<file path="src/rtl/core/cci_pkg.sv">
// Shared types and constants for the commodity channel index block.
// Used by cci_cell, cci_div and commodity_channel_index; depends on nothing.
package cci_pkg;

  typedef enum logic [3:0] {
    ST_IDLE,
    ST_TP,
    ST_LOAD,
    ST_SUM,
    ST_DEV,
    ST_FLUSH,
    ST_MUL1,
    ST_MUL2,
    ST_CHECK,
    ST_DIV,
    ST_OUT
  } state_t;

  localparam int PRICE_W  = 32;
  localparam int SUM3_W   = 34;
  localparam int TP_STEPS = SUM3_W / 2;
  localparam int TP_CNT_W = 5;
  localparam int FRAC_W   = 16;
  localparam int QUOT_W   = 32;
  localparam int QCNT_W   = 5;
  localparam int LEN_W    = 7;

  localparam logic [LEN_W-1:0]   LEN_RESET = 7'd20;
  localparam logic [QUOT_W-1:0]  INDEX_MAX = 32'h7FFF_FFFF;
  localparam logic [QUOT_W-1:0]  INDEX_MIN = 32'h8000_0000;

  function automatic logic [1:0] div3_digit(input logic [3:0] t);
    logic [1:0] d;
    if (t >= 4'd9) begin
      d = 2'd3;
    end else if (t >= 4'd6) begin
      d = 2'd2;
    end else if (t >= 4'd3) begin
      d = 2'd1;
    end else begin
      d = 2'd0;
    end
    return d;
  endfunction

endpackage

</file>
<file path="src/rtl/core/cci_cell.sv">
// One cell of the typical price chain: holds one price and passes it on.
// Depends on cci_pkg for the price width.
module cci_cell (
  input  logic                         clk,
  input  logic                         shift,
  input  logic [cci_pkg::PRICE_W-1:0]  d,
  output logic [cci_pkg::PRICE_W-1:0]  q
);

  logic [cci_pkg::PRICE_W-1:0] price;

  always_ff @(posedge clk) begin
    if (shift) begin
      price <= d;
    end
  end

  assign q = price;

endmodule

</file>
<file path="src/rtl/core/cci_div.sv">
// Restoring divider giving one quotient bit per cycle.
// Depends on cci_pkg for the quotient width and counter width.
module cci_div #(
  parameter int DW = 48
) (
  input  logic                        clk,
  input  logic                        rst,
  input  logic                        start,
  input  logic [DW-1:0]               rem_init,
  input  logic [cci_pkg::QUOT_W-1:0]  low_bits,
  input  logic [DW-1:0]               divisor,
  output logic                        done,
  output logic [cci_pkg::QUOT_W-1:0]  quotient
);

  logic                        busy;
  logic [cci_pkg::QCNT_W-1:0]  cnt;
  logic [DW-1:0]               rem;
  logic [cci_pkg::QUOT_W-1:0]  lo;
  logic [cci_pkg::QUOT_W-1:0]  quo;
  logic [DW:0]                 trial;
  logic                        ge;

  assign trial = {rem, lo[cci_pkg::QUOT_W-1]};
  assign ge    = trial >= {1'b0, divisor};

  always_ff @(posedge clk) begin
    if (rst) begin
      busy <= 1'b0;
      done <= 1'b0;
      cnt  <= '0;
    end else begin
      done <= 1'b0;
      if (start) begin
        busy <= 1'b1;
        cnt  <= '0;
      end else if (busy) begin
        cnt <= cnt + 1'b1;
        if (cnt == cci_pkg::QCNT_W'(cci_pkg::QUOT_W - 1)) begin
          busy <= 1'b0;
          done <= 1'b1;
        end
      end
    end
  end

  always_ff @(posedge clk) begin
    if (start) begin
      rem <= rem_init;
      lo  <= low_bits;
    end else if (busy) begin
      rem <= ge ? DW'(trial - {1'b0, divisor}) : DW'(trial);
      lo  <= {lo[cci_pkg::QUOT_W-2:0], 1'b0};
      quo <= {quo[cci_pkg::QUOT_W-2:0], ge};
    end
  end

  assign quotient = quo;

endmodule

</file>
<file path="src/rtl/core/commodity_channel_index.sv">
// Commodity channel index over a sliding window of price bars, top level.
// Depends on cci_pkg, cci_cell and cci_div.
// Each bar passes through the divide by three, two full rotations of the price cell chain
// (one for the sum, one for the deviation) and the serial divider from acceptance to
// result. A bar that leaves the window short of full skips straight to the output. A bar
// with zero deviation or an out-of-range value skips the divider.
// Writing window_length clears the window.
module commodity_channel_index #(
  parameter int WINDOW_MAX = 64
) (
  input  logic                clk,
  input  logic                rst,
  input  logic                cfg_valid,
  output logic                cfg_ready,
  input  logic [6:0]          window_length,
  input  logic                in_valid,
  output logic                in_stall,
  input  logic [31:0]         bar_high,
  input  logic [31:0]         bar_low,
  input  logic [31:0]         bar_close,
  input  logic                start_series,
  output logic                out_valid,
  input  logic                out_stall,
  output logic                ready_res,
  output logic signed [31:0]  index_value,
  output logic                zero_deviation,
  output logic                saturated
);

  localparam int AW = (WINDOW_MAX > 1) ? $clog2(WINDOW_MAX) : 1;
  localparam int LW = $clog2(WINDOW_MAX + 1);
  localparam int SW = cci_pkg::PRICE_W + AW;
  localparam int DW = SW + AW;
  localparam int MW = SW + LW + 8;
  localparam int NW = DW + 2;
  localparam int XW = ((MW > NW + cci_pkg::FRAC_W) ? MW : NW + cci_pkg::FRAC_W) + 1;

  cci_pkg::state_t state, state_next;

  logic [cci_pkg::LEN_W-1:0]     len_reg;
  logic [LW-1:0]                 n_eff;
  logic [LW-1:0]                 fill;
  logic [LW-1:0]                 fill_inc;
  logic                          full;

  logic [cci_pkg::SUM3_W-1:0]    x3;
  logic [1:0]                    r3;
  logic [cci_pkg::SUM3_W-1:0]    q3;
  logic [cci_pkg::TP_CNT_W-1:0]  tcnt;
  logic [3:0]                    t4;
  logic [1:0]                    dig;
  logic [cci_pkg::PRICE_W-1:0]   tp;

  logic [cci_pkg::PRICE_W-1:0]   cq [WINDOW_MAX];
  logic [cci_pkg::PRICE_W-1:0]   cd [WINDOW_MAX];
  logic [cci_pkg::PRICE_W-1:0]   cell_last;
  logic                          shift_en;

  logic [AW-1:0]                 wk;
  logic                          in_win;
  logic                          wk_last;
  logic [SW-1:0]                 s;
  logic [SW-1:0]                 prod;
  logic                          pv;
  logic [SW-1:0]                 absdiff;
  logic [DW-1:0]                 dacc;
  logic [SW-1:0]                 ntp;
  logic [SW-1:0]                 mag;
  logic                          neg;
  logic [MW-1:0]                 p1;
  logic [MW-1:0]                 num;
  logic [NW-1:0]                 den;
  logic                          zero_r;
  logic                          ovf_c;
  logic                          ovf;
  logic                          div_start;
  logic                          div_done;
  logic [cci_pkg::QUOT_W-1:0]    quo;
  logic                          out_load;

  assign cfg_ready = 1'b1;
  assign in_stall  = (state != cci_pkg::ST_IDLE);

  always_comb begin
    if (len_reg == '0) begin
      n_eff = LW'(1);
    end else if (32'(len_reg) > WINDOW_MAX) begin
      n_eff = LW'(WINDOW_MAX);
    end else begin
      n_eff = LW'(len_reg);
    end
  end

  assign fill_inc = (fill < n_eff) ? fill + 1'b1 : fill;

  assign t4  = {r3, x3[cci_pkg::SUM3_W-1 -: 2]};
  assign dig = cci_pkg::div3_digit(t4);
  assign tp  = q3[cci_pkg::PRICE_W-1:0];

  assign cell_last = cq[WINDOW_MAX-1];
  assign shift_en  = (state == cci_pkg::ST_LOAD) || (state == cci_pkg::ST_SUM) ||
                     (state == cci_pkg::ST_DEV);
  assign cd[0]     = (state == cci_pkg::ST_LOAD) ? tp : cell_last;

  for (genvar i = 0; i < WINDOW_MAX; i++) begin : g_chain
    if (i > 0) begin : g_link
      assign cd[i] = cq[i-1];
    end
    cci_cell u_cell (
      .clk   (clk),
      .shift (shift_en),
      .d     (cd[i]),
      .q     (cq[i])
    );
  end

  assign in_win  = (32'(WINDOW_MAX - 1) - 32'(wk)) < 32'(n_eff);
  assign wk_last = (wk == AW'(WINDOW_MAX - 1));
  assign absdiff = (prod >= s) ? prod - s : s - prod;
  assign mag     = (ntp >= s) ? ntp - s : s - ntp;
  assign ovf_c   = XW'(num) >= (XW'(den) << cci_pkg::FRAC_W);

  assign div_start = (state == cci_pkg::ST_CHECK) && !zero_r && !ovf_c;
  assign out_load  = (state == cci_pkg::ST_OUT) && (!out_valid || !out_stall);

  cci_div #(
    .DW (NW)
  ) u_div (
    .clk      (clk),
    .rst      (rst),
    .start    (div_start),
    .rem_init (NW'(num >> cci_pkg::FRAC_W)),
    .low_bits ({num[cci_pkg::FRAC_W-1:0], {cci_pkg::FRAC_W{1'b0}}}),
    .divisor  (den),
    .done     (div_done),
    .quotient (quo)
  );

  always_ff @(posedge clk) begin
    if (rst) begin
      state <= cci_pkg::ST_IDLE;
    end else begin
      state <= state_next;
    end
  end

  always_comb begin
    state_next = state;
    case (state)
      cci_pkg::ST_IDLE: begin
        if (in_valid) begin
          state_next = cci_pkg::ST_TP;
        end
      end
      cci_pkg::ST_TP: begin
        if (tcnt == cci_pkg::TP_CNT_W'(cci_pkg::TP_STEPS - 1)) begin
          state_next = cci_pkg::ST_LOAD;
        end
      end
      cci_pkg::ST_LOAD: begin
        state_next = (fill_inc == n_eff) ? cci_pkg::ST_SUM : cci_pkg::ST_OUT;
      end
      cci_pkg::ST_SUM: begin
        if (wk_last) begin
          state_next = cci_pkg::ST_DEV;
        end
      end
      cci_pkg::ST_DEV: begin
        if (wk_last) begin
          state_next = cci_pkg::ST_FLUSH;
        end
      end
      cci_pkg::ST_FLUSH: state_next = cci_pkg::ST_MUL1;
      cci_pkg::ST_MUL1:  state_next = cci_pkg::ST_MUL2;
      cci_pkg::ST_MUL2:  state_next = cci_pkg::ST_CHECK;
      cci_pkg::ST_CHECK: begin
        state_next = (zero_r || ovf_c) ? cci_pkg::ST_OUT : cci_pkg::ST_DIV;
      end
      cci_pkg::ST_DIV: begin
        if (div_done) begin
          state_next = cci_pkg::ST_OUT;
        end
      end
      cci_pkg::ST_OUT: begin
        if (!out_valid || !out_stall) begin
          state_next = cci_pkg::ST_IDLE;
        end
      end
      default: state_next = cci_pkg::ST_IDLE;
    endcase
  end

  always_ff @(posedge clk) begin
    if (rst) begin
      len_reg   <= cci_pkg::LEN_RESET;
      fill      <= '0;
      full      <= 1'b0;
      out_valid <= 1'b0;
    end else begin
      if (cfg_valid) begin
        len_reg <= window_length;
        fill    <= '0;
      end else if (state == cci_pkg::ST_IDLE && in_valid && start_series) begin
        fill <= '0;
      end else if (state == cci_pkg::ST_LOAD) begin
        fill <= fill_inc;
        full <= (fill_inc == n_eff);
      end
      if (out_load) begin
        out_valid <= 1'b1;
      end else if (!out_stall) begin
        out_valid <= 1'b0;
      end
    end
  end

  always_ff @(posedge clk) begin
    case (state)
      cci_pkg::ST_IDLE: begin
        x3   <= cci_pkg::SUM3_W'(bar_high) + cci_pkg::SUM3_W'(bar_low) +
                cci_pkg::SUM3_W'(bar_close);
        r3   <= '0;
        tcnt <= '0;
      end
      cci_pkg::ST_TP: begin
        x3   <= {x3[cci_pkg::SUM3_W-3:0], 2'b00};
        r3   <= 2'(t4 - (4'({2'b00, dig}) + 4'({1'b0, dig, 1'b0})));
        q3   <= {q3[cci_pkg::SUM3_W-3:0], dig};
        tcnt <= tcnt + 1'b1;
      end
      cci_pkg::ST_LOAD: begin
        s  <= '0;
        wk <= '0;
      end
      cci_pkg::ST_SUM: begin
        if (in_win) begin
          s <= s + SW'(cell_last);
        end
        wk   <= wk + 1'b1;
        pv   <= 1'b0;
        dacc <= '0;
      end
      cci_pkg::ST_DEV: begin
        prod <= SW'(cell_last) * SW'(n_eff);
        pv   <= in_win;
        if (pv) begin
          dacc <= dacc + DW'(absdiff);
        end
        wk <= wk + 1'b1;
      end
      cci_pkg::ST_FLUSH: begin
        if (pv) begin
          dacc <= dacc + DW'(absdiff);
        end
        pv  <= 1'b0;
        ntp <= SW'(tp) * SW'(n_eff);
      end
      cci_pkg::ST_MUL1: begin
        neg <= ntp < s;
        p1  <= MW'(mag) * MW'(n_eff);
      end
      cci_pkg::ST_MUL2: begin
        num    <= (p1 << 7) + (p1 << 6) + (p1 << 3);
        den    <= (NW'(dacc) << 1) + NW'(dacc);
        zero_r <= (dacc == '0);
      end
      cci_pkg::ST_CHECK: begin
        ovf <= ovf_c;
      end
      default: begin
      end
    endcase
  end

  always_ff @(posedge clk) begin
    if (out_load) begin
      ready_res      <= full;
      zero_deviation <= full && zero_r;
      if (!full || zero_r) begin
        index_value <= '0;
        saturated   <= 1'b0;
      end else if (!neg) begin
        if (ovf || quo[cci_pkg::QUOT_W-1]) begin
          index_value <= $signed(cci_pkg::INDEX_MAX);
          saturated   <= 1'b1;
        end else begin
          index_value <= $signed(quo);
          saturated   <= 1'b0;
        end
      end else begin
        if (ovf || quo > cci_pkg::INDEX_MIN) begin
          index_value <= $signed(cci_pkg::INDEX_MIN);
          saturated   <= 1'b1;
        end else begin
          index_value <= $signed(cci_pkg::QUOT_W'(0) - quo);
          saturated   <= 1'b0;
        end
      end
    end
  end

  a_fill_bound: assert property (@(posedge clk) disable iff (rst)
    fill <= n_eff)
    else $error("fill count exceeds window length");

  a_zero_dev: assert property (@(posedge clk) disable iff (rst)
    out_valid && zero_deviation |-> index_value == 0 && !saturated && ready_res)
    else $error("zero deviation item carries a value");

  a_sat_clamp: assert property (@(posedge clk) disable iff (rst)
    out_valid && saturated |->
      index_value == $signed(cci_pkg::INDEX_MAX) ||
      index_value == $signed(cci_pkg::INDEX_MIN))
    else $error("saturated item not clamped");

  a_not_ready: assert property (@(posedge clk) disable iff (rst)
    out_valid && !ready_res |-> index_value == 0 && !saturated && !zero_deviation)
    else $error("item before full window carries data");

  a_walk_end: assert property (@(posedge clk) disable iff (rst)
    state == cci_pkg::ST_SUM && wk_last |=> state == cci_pkg::ST_DEV && wk == '0)
    else $error("sum walk did not hand over to deviation walk");

endmodule

</file>
<file path="config.mk">
export PLATFORM = sky130hd
export DESIGN_NAME = commodity_channel_index
export DESIGN_NICKNAME = d
export VERILOG_FILES = /design/src/rtl/core/cci_pkg.sv /design/src/rtl/core/cci_cell.sv /design/src/rtl/core/cci_div.sv /design/src/rtl/core/commodity_channel_index.sv
export SDC_FILE = /design/constraint.sdc
export NUM_CORES = 2
export LEC_CHECK = 0
export BUFFER_PORTS_ARGS = -buffer_cell sky130_fd_sc_hd__buf_2
export CORE_ASPECT_RATIO = 0.6
export CORE_MARGIN = 2
export CORE_UTILIZATION = 40
export CTS_BUF_LIST = sky130_fd_sc_hd__clkbuf_8
export DETAILED_ROUTE_END_ITERATION = 10
export HOLD_SLACK_MARGIN = 0.15
export PLACE_DENSITY = 0.58
export REMOVE_ABC_BUFFERS = 1
export SLEW_MARGIN = 0
export SYNTH_ARGS = -nofsm -noshare
export SYNTH_HDL_FRONTEND = slang
export SYNTH_HIERARCHICAL = 1
export SYNTH_SLANG_ARGS = --single-unit
</file>
<file path="constraint.sdc">
create_clock -name clk -period 50.5 [get_ports clk]
set_clock_uncertainty 0.15 [all_clocks]
set_input_delay 10.1 -clock clk [delete_from_list [all_inputs] [get_ports clk]]
set_output_delay 10.1 -clock clk [all_outputs]
set_load 0.05 [all_outputs]
</file>
[After elaboration in Yosys (flattened, before gate mapping)]
Cells that the tools add are included.
Operators by class
  reductions and logical operators: 39
  divide/modulo/power cells: 0
  $add $sub $neg: 20
  bitwise gates (word level): 4
  order comparisons: 12
  $mul: 3
  multiplexer cells: 44
  shifts and indexed selects: 0
  equality and inequality tests: 23
Operator list (count)
  2-to-1 mux 32 bit: 6
  subtractor 38 bit: 4
  2-to-1 mux 38 bit: 3
  case mux 44 bit (2 select lines): 1
  >= comparator 38 bit: 2
  multiplier 32 x 7 -> 38 bit: 2
  case mux 38 bit (2 select lines): 1
  2-to-1 mux 37 bit: 2
  case mux 34 bit (2 select lines): 1
  >= comparator 53 x 62 -> 1 bit: 1
  adder 52 x 51 -> 53 bit: 1
  adder 53 x 48 -> 53 bit: 1
  >= comparator 47 x 46 -> 1 bit: 1
  adder 45 x 44 -> 46 bit: 1
  2-to-1 mux 46 bit: 1
  subtractor 46 bit: 1
  multiplier 38 x 7 -> 45 bit: 1
  adder 44 x 38 -> 44 bit: 1
  zero test 44 bit: 1
  2-to-1 mux 44 bit: 1
  case mux 4 bit (11 select lines): 1
  adder 38 x 32 -> 38 bit: 1
  < comparator 38 bit: 1
  adder 33 x 32 -> 34 bit: 1
  other kinds (45): 108
Word-level totals
  input bits: 109
  memory bits (writable): 0
  register bits after elaboration: 2589
  word-level logic and storage cells: 241
  latch bits: 0
  output and inout bits: 38
  memories kept: 0
  ROM bits: 0

[Logic depth before layout (Yosys ltp)]
  depth in word-level cells: 8
  depth in mapped cells: 36
  depth with buffers taken out: 34

[By module]
The synthesis kept the hierarchy.
Modules (own cells, without submodules)
  cci_cell: area an instance 960.9 um^2, cells each 32, instances 64, sequential area each 960.9 um^2
  commodity_channel_index: area an instance 58319.7 um^2, cells each 6642, instances 1, sequential area each 12922.4 um^2
  cci_div: area an instance 7805.0 um^2, cells each 793, instances 1, sequential area each 3443.3 um^2

[Worst setup path after synthesis]
OpenSTA, ideal clock, no wires.
  path kind: reg2reg
  start point: reg state[3]
  end point: reg g_chain[0].u_cell.price (netlist bit g_chain[0].u_cell/q[0]) (enable)
  required time: 47.822 ns
  setup time: 2.528 ns
  period minus slack after synthesis: 49.057 ns
  path slack: 1.443 ns
  buffers on the path: 1
  stages on the path, launching flop included: 5
  arrival: 46.379 ns
  cell sequence: dfxtp_1 -> clkbuf_1 -> nor3_1 -> nor2_1 -> nand2_1
Between the ends
  cells in the longest elaborated chain, start to end: 3
  elaborated cells between the ends (all ways): 5
  those cells by class: eq/ne: 3; reduce/logical: 2
Ends and longest elaborated chain
  start: declaration: RTL line commodity_channel_index.sv:38  | cci_pkg::state_t state, state_next;
  start signal: assignment: RTL line commodity_channel_index.sv:141  | state <= cci_pkg::ST_IDLE;
  start signal: assignment: RTL line commodity_channel_index.sv:143  | state <= state_next;
  == test 4 x 2 -> 1 bit: RTL line commodity_channel_index.sv:101  | assign shift_en = (state == cci_pkg::ST_LOAD) || (state == cci_pkg::ST_SUM) ||
  logical OR 1 bit: RTL line commodity_channel_index.sv:101
  logical OR 1 bit (*): RTL line commodity_channel_index.sv:101
  via shift_en: RTL line commodity_channel_index.sv:57  | logic shift_en;
  end signal: assignment: RTL line cci_cell.sv:14  | price <= d;
  end: declaration: RTL line cci_cell.sv:10  | logic [cci_pkg::PRICE_W-1:0] price;
Mark *: on every way through the listed nets, which the timed path passes. The rest lies on a longest branch.
A chain may end at the register's enable or synchronous reset.

[Final worst setup path]
  start point: in bar_high[1]
  end point: reg x3[29] (netlist name), data pin
Between the ends
  cells in the longest elaborated chain, start to end: 3
Ends and longest elaborated chain
  start: declaration: RTL line commodity_channel_index.sv:18  | input logic [31:0] bar_high,
  adder 32 x 32 -> 33 bit: RTL line commodity_channel_index.sv:220  | x3 <= cci_pkg::SUM3_W'(bar_high) + cci_pkg::SUM3_W'(bar_low) +
  adder 33 x 32 -> 34 bit: RTL line commodity_channel_index.sv:220
  case mux 34 bit (2 select lines): RTL line commodity_channel_index.sv:218  | case (state)
  end signal: assignment: RTL line commodity_channel_index.sv:220
  end signal: assignment: RTL line commodity_channel_index.sv:226  | x3 <= {x3[cci_pkg::SUM3_W-3:0], 2'b00};
  end: declaration: RTL line commodity_channel_index.sv:46  | logic [cci_pkg::SUM3_W-1:0] x3;
Every way passes these cells.

==> impl_results.md <==
- Outcome: finished clean
- Final Critical Period: 13.53 ns
- Worst Max-Slew Pin Slew: 1.33 ns
- Worst slack, placed: 35.88 ns
- CTS buffer count: 382
- Worst path cell trace: buf_2 > fa_1 > ha_1 > inv_1 > fa_1 > nor2b_1 > o21ai_0 > a21boi_0 > o311ai_0 > o21bai_1 > a221oi_1 > o21bai_1 > o41a_1 > a21oi_1 > xor2_1 > o21ai_0
- Top-area cell type share of the netlist area: between 60% and 70%
- Tot Pwr: 8.68 mW
- PortBufs: 145
- Ys flop type: edfxtp_1
- Clock net sink count: 2,602
- Die ar.: approximately 0.32 mm2
- Clock-pin slew on the worst setup and hold paths: about 0.06 ns
- Setup Total Neg Slack: 0 ns
- Worst Setup End Kind: register
- Drt drc: 0
- Vias in the first global route: 73,200
- Critical Path Max Stage Delay: 0.64 ns
- Total grt overflow: 0
- Async set-reset flop share out of synthesis: 0%
- Slew headroom: 11.0%
- Final core utilization: 44.3%
- Total wire length: around 300,000 um
- PD cells: 61.8 mW/mm2
- Starting Density: 40.2%
- DR vias/cell: between 5 and 6
- Commonest cells post-synth: edfxtp_1 (2,575), nand2_1 (866), inv_1 (811), ha_1 (642), a21oi_1 (629)
- Seq/Total Area, Yosys: 61.0%
- Most frequent cell after synthesis: edfxtp_1
- Syn Inst Count: approximately 9,500
- Placed Area: around 0.13 mm2
- All-Layer GR Usage: 18.5%
- Routability congestion estimate: approximately 0.91
- Number of max-slew violations in the final report: 0
- Non-Filler Instances: 14,300
- Avg Cell Area, Syn: 13.5 um2
- CP required: 51.13 ns
- Filler Cells Inserted: 28,400
- Largest net degree at the start of global routing: 217
- Ports: about 150
- Hold Vio Cnt, Final: 0
- CP max stage cell: o311ai_0
- Post-synth top area cell: edfxtp_1
- Distinct cells, synth: 108
- Final setup viols: 0
- Fin area: 0.141 mm2
- First-pass GRT wire length: 459,000 um
- CTS tree: done
- Yosys warnings: 6
- CTS H-Tree Depth: 5
- PnR worst setup slack: 36.97 ns
- Area grow syn2layout: 10.1%
- Post-CTS setup buffers: 0
- Top cells by area, synth: edfxtp_1 (61%), fa_1 (8.8%), ha_1 (6.3%), nand2_1 (2.5%), a21oi_1 (2.5%)
- WS Path Type: primary input to register
- Yosys reg bits: 2,602
- Core box area: 0.317 mm2
- Nets: 11,100
- Hold WS: 0.172 ns
- RSZ-0062 raised after global routing: false
- Cts hold-fix bufs: 0
- Crit path DAT: 14.16 ns
- Initial antenna violation count: 23
- Hold Crit Class: register to register
- Detailed-route wire length per cell: 21.2 um
- Final HPWL DP: between 200,000 and 250,000 um
- Die Y: 442 um
- Initial DRC Count: 8,096
- Number of placed cells counting well taps: about 14,000
- Placement Rows: between 150 and 200
- Vias: 74,800
- Die X: approximately 730 um
- Max clock buf depth: 4
- Share of cells above drive strength 1: 8.48%
- Max-cap viol count: 0
- Leakage: between 50 and 60 nW
- Number of routed nets with antenna violations: 0
- EDFF count, synth: 2,575
- F_max: 73.9 MHz
- CTS Root Buffer Type: clkbuf_8
- Max IR drop VDD: 0.0000579 V
- Post-cts resize count: 0
- DRT Pass-1 Iters: 8
- Post-Syn Area: 0.128 mm2
- Critical Path Start Type: primary input
- Crit-path max FO: 4
- Fin crit share: 26.8%
- Clock latency on the worst-skew pair: 1.07 ns
- Max FFs per register: 2,048
[layer usage]
metal  wire length [um]  vias up  global-route usage [%]
met4               7820        4                    4.91
li1                   -    34500                       -
met3              22600      454                    3.24
met2             115000     2601                    24.2
met5                 27        -                       0
met1             158000    37200                    30.8
[final cells by class]
class / instances / area [um2] / area share [%]
Antenna cell: 10 / 25.0 / 0.0178
Inverter: 815 / 3060 / 2.18
Sequential cell: 2602 / 77900 / 55.4
Clock inverter: 294 / 1830 / 1.30
Clock buffer: 389 / 5350 / 3.81
Timing Repair Buffer: 232 / 1460 / 1.04
Multi-Input combinational cell: 5770 / 45700 / 32.5
Tap cell: 4212 / 5270 / 3.75
[worst max-delay path, delay by kind of cell]
kind,cells,cell delay [ns]
AO/OA/AOI/OAI,9,2.74
buffers and inverters,2,0.18
AND/OR/NAND/NOR,1,0.05
XOR/XNOR,1,0.16
adder cells (fa/ha/maj),3,0.93
[report_power, final]
part | internal [mW] | switching [mW]
Sequential | 3.29 | 0.168
Combinational | 1.27 | 2.32
Clock | 0.819 | 0.816
[cell usage in the layout (no fill, tap or decap), types with 19 or more instances in the layout]
| cell | instances |
|---|---|
| mux2_2 | 43 |
| nor2b_1 | 98 |
| o21a_1 | 83 |
| nor3_1 | 82 |
| buf_4 | 80 |
| fa_1 | 558 |
| and2_1 | 120 |
| edfxtp_1 | 2575 |
| conb_1 | 29 |
| nand4_1 | 86 |
| xor2_1 | 154 |
| or2_2 | 21 |
| a31oi_1 | 50 |
| a211oi_1 | 43 |
| bufinv_16 | 19 |
| o31ai_1 | 40 |
| o211ai_1 | 30 |
| a21oi_1 | 628 |
| nand3_1 | 95 |
| and3_1 | 47 |
| dfxtp_1 | 26 |
| o21bai_1 | 76 |
| clkinv_1 | 90 |
| buf_2 | 145 |
| clkinv_2 | 36 |
| nor2_1 | 608 |
| xnor2_1 | 255 |
| ha_1 | 642 |
| nand2b_1 | 95 |
| mux2i_1 | 32 |
| nand2_1 | 863 |
| o21ai_0 | 331 |
| a21o_1 | 282 |
| inv_1 | 927 |
| a221oi_1 | 20 |
| clkbuf_8 | 389 |
| or3_1 | 22 |
[final timing paths]
kind / start / end / slack (ns) / cells past startpoint
hold / removal: g_chain[25].u_cell/q[4] / g_chain[26].u_cell/q[4] / 0.17 / 0
setup / recovery: bar_high[1] / x3[29] / 36.97 / 16
setup reg to reg: s[1] / p1[42] / 39.22 / 30
hold reg to reg: g_chain[25].u_cell/q[4] / g_chain[26].u_cell/q[4] / 0.17 / 0
[cell families (layout without fill, tap and decap cells)]
kind of cell               count (synthesis)  in the layout  share of synthesized area (%)
AOI/OAI and AO/OA                       1805           1805                           8.96
xor gates and xnor gates                 414            414                           2.84
adders and majority gates               1200           1200                           15.0
buffers and inverters                   1138           1730                           3.42
DFF                                     2602           2602                           61.0
muxes                                     76             76                          0.638
other                                      2             39                        0.00588
and+or+nand+nor                         2246           2246                           8.07
Note: power is estimated with default switching activity, not from simulation.
